## config.mk

```make
export PLATFORM = sky130hd
export DESIGN_NAME = qtaa_div_cell
export DESIGN_NICKNAME = d
export VERILOG_FILES = /design/src/assert_macros.svh /design/src/qtaa_pkg.sv /design/src/qtaa_div_cell.sv
export SDC_FILE = /design/constraint.sdc
export NUM_CORES = 1
export LEC_CHECK = 0
export BUFFER_PORTS_ARGS = -buffer_cell sky130_fd_sc_hd__clkbuf_2
export CORE_UTILIZATION = 53
export CTS_BUF_LIST = sky130_fd_sc_hd__clkbuf_4
export DETAILED_ROUTE_END_ITERATION = 8
export GPL_TIMING_DRIVEN = 0
export PLACE_DENSITY_LB_ADDON = 0.25
export SETUP_SLACK_MARGIN = 0.1
export SLEW_MARGIN = 15
export SYNTH_ARGS = -nofsm -noshare
export SYNTH_HDL_FRONTEND = slang
export SYNTH_SLANG_ARGS = --single-unit
```

## constraint.sdc

```tcl
create_clock -name clk -period 4.45 [get_ports clk]
set_clock_uncertainty 0.15 [all_clocks]
set_input_delay 0.6675 -clock clk [delete_from_list [all_inputs] [get_ports clk]]
set_output_delay 0.6675 -clock clk [all_outputs]
set_load 0.005 [all_outputs]
```

## src/assert_macros.svh

```systemverilog
// Assertion helpers for the RTL, included by quaternion_to_axis_angle_top.
// ASSERT_CHK:   property must hold on every clock edge outside reset.
// ASSERT_NEVER: expression must never be true outside reset.
`ifndef ASSERT_MACROS_SVH
`define ASSERT_MACROS_SVH
`ifndef ASSERT_OFF
`define ASSERT_CHK(label, clk, rst_n, prop) \
	label: assert property (@(posedge clk) disable iff (!rst_n) prop) \
		else $error("assertion failed");
`define ASSERT_NEVER(label, clk, rst_n, expr) \
	label: assert property (@(posedge clk) disable iff (!rst_n) !(expr)) \
		else $error("forbidden condition seen");
`else
`define ASSERT_CHK(label, clk, rst_n, prop)
`define ASSERT_NEVER(label, clk, rst_n, expr)
`endif
`endif

```

## src/qtaa_pkg.sv

```systemverilog
`timescale 1ns / 1ps
// ----------------------------------------------------------------------------
// qtaa_pkg
// Types, constants and the arctangent table for the quaternion to
// axis-angle pipeline.
// ----------------------------------------------------------------------------
package qtaa_pkg;

	localparam int DATA_WIDTH  = 16;
	localparam int ITERATIONS  = 16;
	localparam int THR_WIDTH   = 15;
	localparam int SQRT_STAGES = 16;
	localparam int QUO_WIDTH   = 17;
	localparam int DIV_STAGES  = QUO_WIDTH;
	localparam int CW          = 34;

	localparam logic [CW-1:0] HALF_PI_Q30 = 34'd1686629713;
	localparam logic [CW-1:0] PI_Q30      = 34'd3373259426;
	localparam logic [15:0]   ANGLE_MAX   = 16'd51472;
	localparam logic [15:0]   AXIS_MAX    = 16'h7FFF;
	localparam logic [15:0]   AXIS_MIN    = 16'h8000;
	localparam logic [THR_WIDTH-1:0] THR_RESET = 15'd1;

	typedef struct packed {
		logic signed [DATA_WIDTH-1:0] quat_x;
		logic signed [DATA_WIDTH-1:0] quat_y;
		logic signed [DATA_WIDTH-1:0] quat_z;
		logic signed [DATA_WIDTH-1:0] quat_w;
	} quat_t;

	typedef struct packed {
		logic signed [DATA_WIDTH-1:0] axis_x;
		logic signed [DATA_WIDTH-1:0] axis_y;
		logic signed [DATA_WIDTH-1:0] axis_z;
		logic [DATA_WIDTH-1:0]        angle;
	} axis_angle_t;

	// one lane of the digit-by-digit square root
	typedef struct packed {
		logic [31:0] rad;
		logic [16:0] rem;
		logic [15:0] root;
	} sqrt_t;

	// one lane of the restoring divider
	typedef struct packed {
		logic [QUO_WIDTH-1:0] num;
		logic [16:0]          rem;
		logic [QUO_WIDTH-1:0] quo;
		logic [16:0]          den;
	} div_t;

	// CORDIC vector and angle accumulator, Q4.30
	typedef struct packed {
		logic signed [CW-1:0] x;
		logic signed [CW-1:0] y;
		logic signed [CW-1:0] z;
	} cordic_t;

	function automatic logic [30:0] atan_q30(input logic [4:0] idx);
		logic [30:0] r;
		case (idx)
			5'd0:  r = 31'd843314856;
			5'd1:  r = 31'd497837829;
			5'd2:  r = 31'd263043836;
			5'd3:  r = 31'd133525158;
			5'd4:  r = 31'd67021686;
			5'd5:  r = 31'd33543515;
			5'd6:  r = 31'd16775850;
			5'd7:  r = 31'd8388437;
			5'd8:  r = 31'd4194282;
			5'd9:  r = 31'd2097149;
			5'd10: r = 31'd1048575;
			5'd11: r = 31'd524287;
			5'd12: r = 31'd262143;
			5'd13: r = 31'd131071;
			5'd14: r = 31'd65535;
			5'd15: r = 31'd32767;
			5'd16: r = 31'd16383;
			5'd17: r = 31'd8191;
			5'd18: r = 31'd4095;
			5'd19: r = 31'd2047;
			5'd20: r = 31'd1023;
			5'd21: r = 31'd511;
			5'd22: r = 31'd255;
			5'd23: r = 31'd127;
			5'd24: r = 31'd63;
			5'd25: r = 31'd31;
			5'd26: r = 31'd15;
			5'd27: r = 31'd8;
			5'd28: r = 31'd4;
			5'd29: r = 31'd2;
			5'd30: r = 31'd1;
			default: r = 31'd0;
		endcase
		return r;
	endfunction

endpackage

```

## src/qtaa_div_cell.sv

```systemverilog
`timescale 1ns / 1ps
// ----------------------------------------------------------------------------
// qtaa_div_cell
// One quotient bit of a restoring divider: shifts in a numerator bit,
// subtracts the divisor where it fits and passes the state on.
// ----------------------------------------------------------------------------
module qtaa_div_cell (
	input  logic             clk,
	input  logic             en,
	input  qtaa_pkg::div_t   d,
	output qtaa_pkg::div_t   q
);

	logic [17:0] acc;
	logic [17:0] diff;
	qtaa_pkg::div_t nxt;
	qtaa_pkg::div_t st_q;

	// compare shifted remainder against the divisor
	always_comb begin
		acc     = {d.rem, d.num[qtaa_pkg::QUO_WIDTH-1]};
		diff    = acc - {1'b0, d.den};
		nxt.num = {d.num[qtaa_pkg::QUO_WIDTH-2:0], 1'b0};
		nxt.den = d.den;
		if (acc >= {1'b0, d.den}) begin
			nxt.rem = diff[16:0];
			nxt.quo = {d.quo[qtaa_pkg::QUO_WIDTH-2:0], 1'b1};
		end else begin
			nxt.rem = acc[16:0];
			nxt.quo = {d.quo[qtaa_pkg::QUO_WIDTH-2:0], 1'b0};
		end
	end

	// advance
	always_ff @(posedge clk) begin
		if (en) begin
			st_q <= nxt;
		end
	end

	assign q = st_q;

endmodule

```

==> impl_metrics.tcl <==
set metrics [dict create \
    grt_usage_pct 23.4 \
    synthesis.nets 309 \
    synth_top_area_cell "edfxtp_1" \
    worstSetupPathType "in -> reg" \
    largest_reg_flops 67 \
    status "completed" \
    first_iter_violations 87 \
    synthArstFlopShare_pct 0 \
    gp_congestion 0.903 \
    dp_hpwl_um 5630 \
    antenna_found_initial 0 \
    synth.area.top_cells "edfxtp_1 (63%), ha_1 (6.6%), mux2_4 (4.7%), inv_1 (2.6%), xnor2_1 (2.2%)" \
    ys_ff_latch 67 \
    drive_gt1_share_pct 47.2 \
    synth_warnings 0 \
    fin_nets 456 \
    min_period_over_period_pct 64.9 \
    cts_made_buffers 9 \
    powerDensity_nw_per_um2 347 \
    wl_um 7120 \
    cts_hold_buf 0 \
    ioPinCount 138 \
    rows 27 \
    cp-end-kind "flip-flop" \
    cp_max_fo 10 \
    start_util_pct 56.5 \
    cp.arrival_ns 2.90 \
    timing.final.hold_violations 0 \
    coreArea_sq_um 5680 \
    synth-main-ff-cell "edfxtp_1" \
    synth_area_sq_um 3210 \
    die_x_um 79.8 \
    syn_inst 221 \
    wire_per_inst_um 16.0 \
    multiInputGateArea_sq_um 1070 \
    peakVddDrop_mv 0.188 \
    yosys.area.top_type_share_pct 62.8 \
    syn_to_final_growth_pct 28.1 \
    first_pass_iters 4 \
    synth_edf_count 67 \
    setup_viol 0 \
    fin_tns_setup_ns 0 \
    port_buffers 135 \
    syn_area_per_cell_sq_um 14.5 \
    dieHeight_um 79.8 \
    clkTransAtPathRegs_ns 0.11 \
    critPathRequiredTime_ns 4.47 \
    drv_cap 0 \
    htreeDepth 3 \
    cts_resized 0 \
    grt_setup_unrepaired "false" \
    synth_common_cells "edfxtp_1 (67), inv_1 (22), ha_1 (17)" \
    drv_slew 0 \
    synth-seq-area-share_pct 62.8 \
    min_path_type "in -> reg" \
    post-cts-setup-buffers 0 \
    max_freq_ghz 0.346 \
    fill_cells 411 \
    cp-start-kind "input pin" \
    grt_first_pass_wirelength_um 10600 \
    die-area_sq_um 6360 \
    cts_sinks 67 \
    gr-total-overflow 0 \
    total_power_w 0.00142 \
    p_leak_nw 1.88 \
    cts-root-buf "clkbuf_4" \
    vias 2314 \
    antenna_cells 0 \
    postRouteAntennaNets 0 \
    yosysMostFrequentCell "edfxtp_1" \
    grt_start_max_net_pins 49 \
    vias_per_cell 5.20 \
    tritoncts "done" \
    clk_path_buf_depth 2 \
    grt_pass1_vias 2208 \
    min_period_ns 2.89 \
    regArea_sq_um 2010 \
    drc_errors 0 \
    ys_types 47 \
]
[worst paths after layout]
check,start,endpoint,slack [ns],cells past startpoint
setup / recovery,d[67],q[41],1.56,13
hold / removal,d[59],q[60],0.28,1
[stage by stage]
stage	setup slack, ns	instance area, sq um	hold WS, ns	util (%)	std cells
6_report	1.56	4110	0.279	72.4	445
5_1_grt	1.49	4110	0.242	72.4	445
4_1_cts	1.60	4110	0.259	72.4	445
3_5_place_dp	1.16	3990	0.696	70.4	429
3_3_place_gp	1.18	3970	0.695	70.0	428
2_1_floorplan	1.53	3210	0.616	-	221
[report_power, final]
group | leakage, nW | total, W | internal (W) | switching [W]
Sequential | 0.656 | 0.000784 | 0.000768 | 0.0000162
Clock | 0.0626 | 0.000335 | 0.000124 | 0.000211
Combinational | 1.16 | 0.000303 | 0.000152 | 0.000151
Total | 1.88 | 0.00142 | 0.00105 | 0.000378
[kinds of logic (layout without fill, tap and decap cells)]
group,count (synthesis),after routing,share of synthesized area (%)
compound gates,47,47,11.0
fa+ha+maj,18,18,7.26
xor+xnor,11,11,3.01
buf+inv,25,177,3.94
mux,11,11,5.00
simple gates,41,41,6.91
flops,67,67,62.8
other cells,1,1,0.117
[layer usage]
layer	wire length, um	global-route usage [%]
met5	0	0
met4	85	10.2
met3	626	7.43
met2	3550	39.5
met1	2860	27.3
[cell usage in the layout (no fill, tap or decap), types with 2 or more instances in the layout]
cell type,instances
nand2b_1,3
inv_1,22
edfxtp_1,67
ha_1,17
mux2_4,10
o21bai_1,2
o21a_1,2
nor3_1,4
o21ai_0,7
nand2_1,9
a21oi_1,13
buf_12,2
nand3_1,7
clkbuf_2,134
a21o_1,3
o2bb2ai_1,2
clkbuf_4,12
xnor2_1,8
and2_1,3
o31ai_2,3
xor2_1,3
clkinvlp_4,2
nor2_1,6
clkinv_2,3
a21boi_0,3
[worst max-delay path, stage by stage]
cell and delay, ns:
clkbuf_2 0.09, inv_1 0.05, ha_1 0.15, inv_1 0.05, fa_1 0.40, a21oi_1 0.28
or3_4 0.20, a21oi_4 0.06, o21bai_4 0.24, and2_4 0.20, buf_12 0.14, inv_12 0.06
mux2_4 0.30
[layout make-up]
class / count / area share, %
Sequential cell: 67 / 49.0
Multi-Input combinational cell: 129 / 26.0
Timing Repair Buffer: 136 / 17.0
Inverter: 23 / 2.41
Tap cell: 72 / 2.19
Clock buffer: 11 / 2.01
Clock inverter: 5 / 0.731
Buffer: 2 / 0.670
(Power assumes the default switching activity.)
