<file path="config.mk">
export PLATFORM = sky130hd
export DESIGN_NAME = qtaa_sqrt_cell
export DESIGN_NICKNAME = d
export VERILOG_FILES = /design/src/assert_macros.svh /design/src/qtaa_pkg.sv /design/src/qtaa_sqrt_cell.sv
export SDC_FILE = /design/constraint.sdc
export NUM_CORES = 1
export LEC_CHECK = 0
export ABC_CLOCK_PERIOD_IN_PS = 2510
export BUFFER_PORTS_ARGS = -buffer_cell sky130_fd_sc_hd__clkbuf_2
export CORE_ASPECT_RATIO = 1.5
export CORE_MARGIN = 4
export CORE_UTILIZATION = 44
export CTS_BUF_LIST = sky130_fd_sc_hd__clkbuf_4
export CTS_CLUSTER_SIZE = 24
export DETAILED_ROUTE_END_ITERATION = 8
export PLACE_DENSITY = 0.82
export SYNTH_ARGS = -nofsm -noshare
export SYNTH_HDL_FRONTEND = slang
export SYNTH_SLANG_ARGS = --single-unit
</file>
<file path="constraint.sdc">
create_clock -name clk -period 2.51 [get_ports clk]
set_clock_uncertainty 0.15 [all_clocks]
set_input_delay 0.3765 -clock clk [delete_from_list [all_inputs] [get_ports clk]]
set_output_delay 0.3765 -clock clk [all_outputs]
set_load 0.01 [all_outputs]
</file>
<file path="src/assert_macros.svh">
// Assertion helpers for the RTL, included by quaternion_to_axis_angle_top.
// ASSERT_CHK:   property must hold on every clock edge outside reset.
// ASSERT_NEVER: expression must never be true outside reset.
`ifndef ASSERT_MACROS_SVH
`define ASSERT_MACROS_SVH
`ifndef ASSERT_OFF
`define ASSERT_CHK(label, clk, rst_n, prop) \
	label: assert property (@(posedge clk) disable iff (!rst_n) prop) \
		else $error("assertion failed");
`define ASSERT_NEVER(label, clk, rst_n, expr) \
	label: assert property (@(posedge clk) disable iff (!rst_n) !(expr)) \
		else $error("forbidden condition seen");
`else
`define ASSERT_CHK(label, clk, rst_n, prop)
`define ASSERT_NEVER(label, clk, rst_n, expr)
`endif
`endif

</file>
<file path="src/qtaa_pkg.sv">
`timescale 1ns / 1ps
// ----------------------------------------------------------------------------
// qtaa_pkg
// Types, constants and the arctangent table for the quaternion to
// axis-angle pipeline.
// ----------------------------------------------------------------------------
package qtaa_pkg;

	localparam int DATA_WIDTH  = 16;
	localparam int ITERATIONS  = 16;
	localparam int THR_WIDTH   = 15;
	localparam int SQRT_STAGES = 16;
	localparam int QUO_WIDTH   = 17;
	localparam int DIV_STAGES  = QUO_WIDTH;
	localparam int CW          = 34;

	localparam logic [CW-1:0] HALF_PI_Q30 = 34'd1686629713;
	localparam logic [CW-1:0] PI_Q30      = 34'd3373259426;
	localparam logic [15:0]   ANGLE_MAX   = 16'd51472;
	localparam logic [15:0]   AXIS_MAX    = 16'h7FFF;
	localparam logic [15:0]   AXIS_MIN    = 16'h8000;
	localparam logic [THR_WIDTH-1:0] THR_RESET = 15'd1;

	typedef struct packed {
		logic signed [DATA_WIDTH-1:0] quat_x;
		logic signed [DATA_WIDTH-1:0] quat_y;
		logic signed [DATA_WIDTH-1:0] quat_z;
		logic signed [DATA_WIDTH-1:0] quat_w;
	} quat_t;

	typedef struct packed {
		logic signed [DATA_WIDTH-1:0] axis_x;
		logic signed [DATA_WIDTH-1:0] axis_y;
		logic signed [DATA_WIDTH-1:0] axis_z;
		logic [DATA_WIDTH-1:0]        angle;
	} axis_angle_t;

	// one lane of the digit-by-digit square root
	typedef struct packed {
		logic [31:0] rad;
		logic [16:0] rem;
		logic [15:0] root;
	} sqrt_t;

	// one lane of the restoring divider
	typedef struct packed {
		logic [QUO_WIDTH-1:0] num;
		logic [16:0]          rem;
		logic [QUO_WIDTH-1:0] quo;
		logic [16:0]          den;
	} div_t;

	// CORDIC vector and angle accumulator, Q4.30
	typedef struct packed {
		logic signed [CW-1:0] x;
		logic signed [CW-1:0] y;
		logic signed [CW-1:0] z;
	} cordic_t;

	function automatic logic [30:0] atan_q30(input logic [4:0] idx);
		logic [30:0] r;
		case (idx)
			5'd0:  r = 31'd843314856;
			5'd1:  r = 31'd497837829;
			5'd2:  r = 31'd263043836;
			5'd3:  r = 31'd133525158;
			5'd4:  r = 31'd67021686;
			5'd5:  r = 31'd33543515;
			5'd6:  r = 31'd16775850;
			5'd7:  r = 31'd8388437;
			5'd8:  r = 31'd4194282;
			5'd9:  r = 31'd2097149;
			5'd10: r = 31'd1048575;
			5'd11: r = 31'd524287;
			5'd12: r = 31'd262143;
			5'd13: r = 31'd131071;
			5'd14: r = 31'd65535;
			5'd15: r = 31'd32767;
			5'd16: r = 31'd16383;
			5'd17: r = 31'd8191;
			5'd18: r = 31'd4095;
			5'd19: r = 31'd2047;
			5'd20: r = 31'd1023;
			5'd21: r = 31'd511;
			5'd22: r = 31'd255;
			5'd23: r = 31'd127;
			5'd24: r = 31'd63;
			5'd25: r = 31'd31;
			5'd26: r = 31'd15;
			5'd27: r = 31'd8;
			5'd28: r = 31'd4;
			5'd29: r = 31'd2;
			5'd30: r = 31'd1;
			default: r = 31'd0;
		endcase
		return r;
	endfunction

endpackage

</file>
<file path="src/qtaa_sqrt_cell.sv">
`timescale 1ns / 1ps
// ----------------------------------------------------------------------------
// qtaa_sqrt_cell
// One root bit of a restoring integer square root: takes two radicand bits,
// tries the next root bit and hands the partial result to the next cell.
// ----------------------------------------------------------------------------
module qtaa_sqrt_cell (
	input  logic              clk,
	input  logic              en,
	input  qtaa_pkg::sqrt_t   d,
	output qtaa_pkg::sqrt_t   q
);

	logic [18:0] acc;
	logic [18:0] trial;
	logic [18:0] diff;
	qtaa_pkg::sqrt_t nxt;
	qtaa_pkg::sqrt_t st_q;

	// try subtracting 4*root+1 from the shifted remainder
	always_comb begin
		acc      = {d.rem, d.rad[31:30]};
		trial    = {1'b0, d.root, 2'b01};
		diff     = acc - trial;
		nxt.rad  = {d.rad[29:0], 2'b00};
		if (acc >= trial) begin
			nxt.rem  = diff[16:0];
			nxt.root = {d.root[14:0], 1'b1};
		end else begin
			nxt.rem  = acc[16:0];
			nxt.root = {d.root[14:0], 1'b0};
		end
	end

	// advance
	always_ff @(posedge clk) begin
		if (en) begin
			st_q <= nxt;
		end
	end

	assign q = st_q;

endmodule

</file>
==> results.sh <==
export IMPL_worst_ir_drop_vdd_v=0.000232
export IMPL_regArea_um2=1890
export IMPL_worstSetupPathType="in -> reg"
export IMPL_critPathMaxFanout=13
export IMPL_viasPerCell=4.96
export IMPL_clk_path_buf_depth=2
export IMPL_rsz0062_at_grt="false"
export IMPL_power_density_nw_per_um2=547
export IMPL_crit_arrival_ns=2.24
export IMPL_hold_slack_ns=0.0455
export IMPL_cellInternalPower_w=0.00186
export IMPL_synth_distinct_cells=41
export IMPL_p_leak_nw=2.15
export IMPL_track_usage=0.199
export IMPL_path_clk_slew_ns=0.10
export IMPL_finalWeightedCongestion=0.924
export IMPL_wl_per_cell_um=16.1
export IMPL_postCtsResizedCells=0
export IMPL_synth_largest_area_cell="edfxtp_1"
export IMPL_drcViolationCount=0
export IMPL_grt_ovfl_total=0
export IMPL_yosysTopAreaCellShare=0.622
export IMPL_holdBufCountCts=37
export IMPL_start_util=0.459
export IMPL_synth_seq_cells=63
export IMPL_utilization=0.714
export IMPL_synth_cell_area_um2=3040
export IMPL_hp_class="in -> reg"
export IMPL_htree_levels=3
export IMPL_syn_to_final_growth_pct=55.6
export IMPL_die_h_um=110
export IMPL_grt_pass1_wl_mm=12.2
export IMPL_fillCellCount=446
export IMPL_fmax_mhz=448
export IMPL_design_core_area_um2=6620
export IMPL_cts_tree="built"
export IMPL_dr_pass1_iters=4
export IMPL_power_w=0.00259
export IMPL_async_flop_share=0
export IMPL_grt_pass1_vias=2700
export IMPL_final_max_slew_viol_count=0
export IMPL_antenna_found_initial=0
export IMPL_worstPathRequired_ns=2.52
export IMPL_drtIter0Drc=101
export IMPL_status="finished, final reports clean"
export IMPL_fin_crit_sh=0.889
export IMPL_synth_edf_count=63
export IMPL_route_vias_total=2552
export IMPL_multi_input_area_um2=1170
export IMPL_cts_buffers=9
export IMPL_final_cell_mix="clkbuf_2 (129), edfxtp_1 (63), dlygate4sd3_1 (42)"
export IMPL_p_clk_frac=0.213
export IMPL_finalWirelength_mm=8.32
export IMPL_finalSetupTns_ns=0
export IMPL_die_x_um=75.9
export IMPL_period_needed_ns=2.23
export IMPL_synth_top_cells_by_area="edfxtp_1 (62%), ha_1 (7.4%), mux2_2 (3.3%)"
export IMPL_ant_nets=0
export IMPL_cap_violations=0
export IMPL_hold_viol=0
export IMPL_portBuffers=129
export IMPL_final_layout_size_suffix_gt1_frac=0.494
export IMPL_cp_start_kind="primary input"
export IMPL_clockRootBuffer="clkbuf_4"
export IMPL_diodes=0
export IMPL_end_kind="flop"
export IMPL_synth_warnings=0
export IMPL_dp_hpwl_mm=5.95
export IMPL_final_common_cell="clkbuf_2"
export IMPL_synth_flop_cell="edfxtp_1"
export IMPL_fin_nets=519
export IMPL_p_sw_frac=0.280
export IMPL_grt_start_max_net_pins=42
export IMPL_pwr_share_comb=0.279
export IMPL_largest_reg_flops=63
export IMPL_syn_inst=214
export IMPL_ios=132
export IMPL_postCtsSetupBuffers=0
export IMPL_clock_sinks=63
export IMPL_dieArea_um2=8330
export IMPL_syn_area_per_cell_um2=14.2
export IMPL_setup_viol=0
export IMPL_synth_sequential_area_ratio=0.622
export IMPL_seqPwrFrac=0.508
export IMPL_rows=36
export IMPL_netSwitchingPower_w=0.000724
-- kinds of logic after synthesis --
kind of cell / share of synthesized area
fa+ha+maj: 0.0741
compound gates: 0.104
other cells: 0.00123
simple gates: 0.0510
flops: 0.622
xor+xnor: 0.0403
buf+inv: 0.0374
mux: 0.0695
-- area by class of cell --
| class | instances | area share |
|---|---|---|
| clock inverters | 7 | 0.00846 |
| multi-input cells | 128 | 0.246 |
| inverters | 21 | 0.0167 |
| well taps | 76 | 0.0201 |
| repair buffers | 211 | 0.294 |
| clock buffers | 9 | 0.0143 |
| flip-flops and latches | 63 | 0.400 |
-- path summary, 6_finish.rpt --
| check | end | slack, ns | cells after the start | startpoint |
|---|---|---|---|---|
| worst min-delay path | q[12] | 0.05 | 1 | d[11] |
| worst max-delay path | q[32] | 0.28 | 9 | d[24] |
-- synthesized netlist by cell type (all sizes together) (2+ instances only) --
cell / number
mux2i: 2
a21boi: 2
xor2: 6
o21ai: 8
o21a: 2
a311o: 2
a211oi: 3
ha: 18
a21oi: 15
edfxtp: 63
nand2: 6
mux2: 15
nand4: 2
a21o: 4
nor2: 10
or3: 3
buf: 3
o211ai: 2
and2: 2
o21bai: 2
inv: 21
and3: 2
xnor2: 8
-- power groups by stage --
stage          Combinational [W]  Sequential (W)  Clock [W]
2_1_floorplan           0.000294         0.00139          0
3_3_place_gp            0.000643         0.00133          0
3_5_place_dp            0.000664         0.00134          0
4_1_cts                 0.000713         0.00131   0.000573
5_1_grt                 0.000786         0.00132   0.000623
6_report                0.000723         0.00131   0.000550
-- critical path: stages --
cell,delay (ns)
clkbuf_2,0.11
ha_4,0.25
a21oi_2,0.14
o21ai_1,0.11
a311o_1,0.36
a21o_1,0.19
a21boi_4,0.17
buf_12,0.17
mux2_2,0.34
-- through the flow --
step                instance area [um^2]  std cells  worst slack [ns]
global placement                    4200        457           -0.0969
floorplan                           3170        215           0.00257
CTS                                 4680        510             0.304
global route                        4730        515             0.218
detailed placement                  4200        457            -0.150
finish                              4730        515             0.280
-- metal layers --
metal / wire, um / vias up / track usage
li1: - / 1244 / -
met1: 2750 / 1184 / 0.181
met2: 4570 / 101 / 0.384
met3: 726 / 23 / 0.0604
met4: 266 / 0 / 0.0888
met5: 0 / - / 0
No activity file was read; power rests on OpenSTA's default activity.
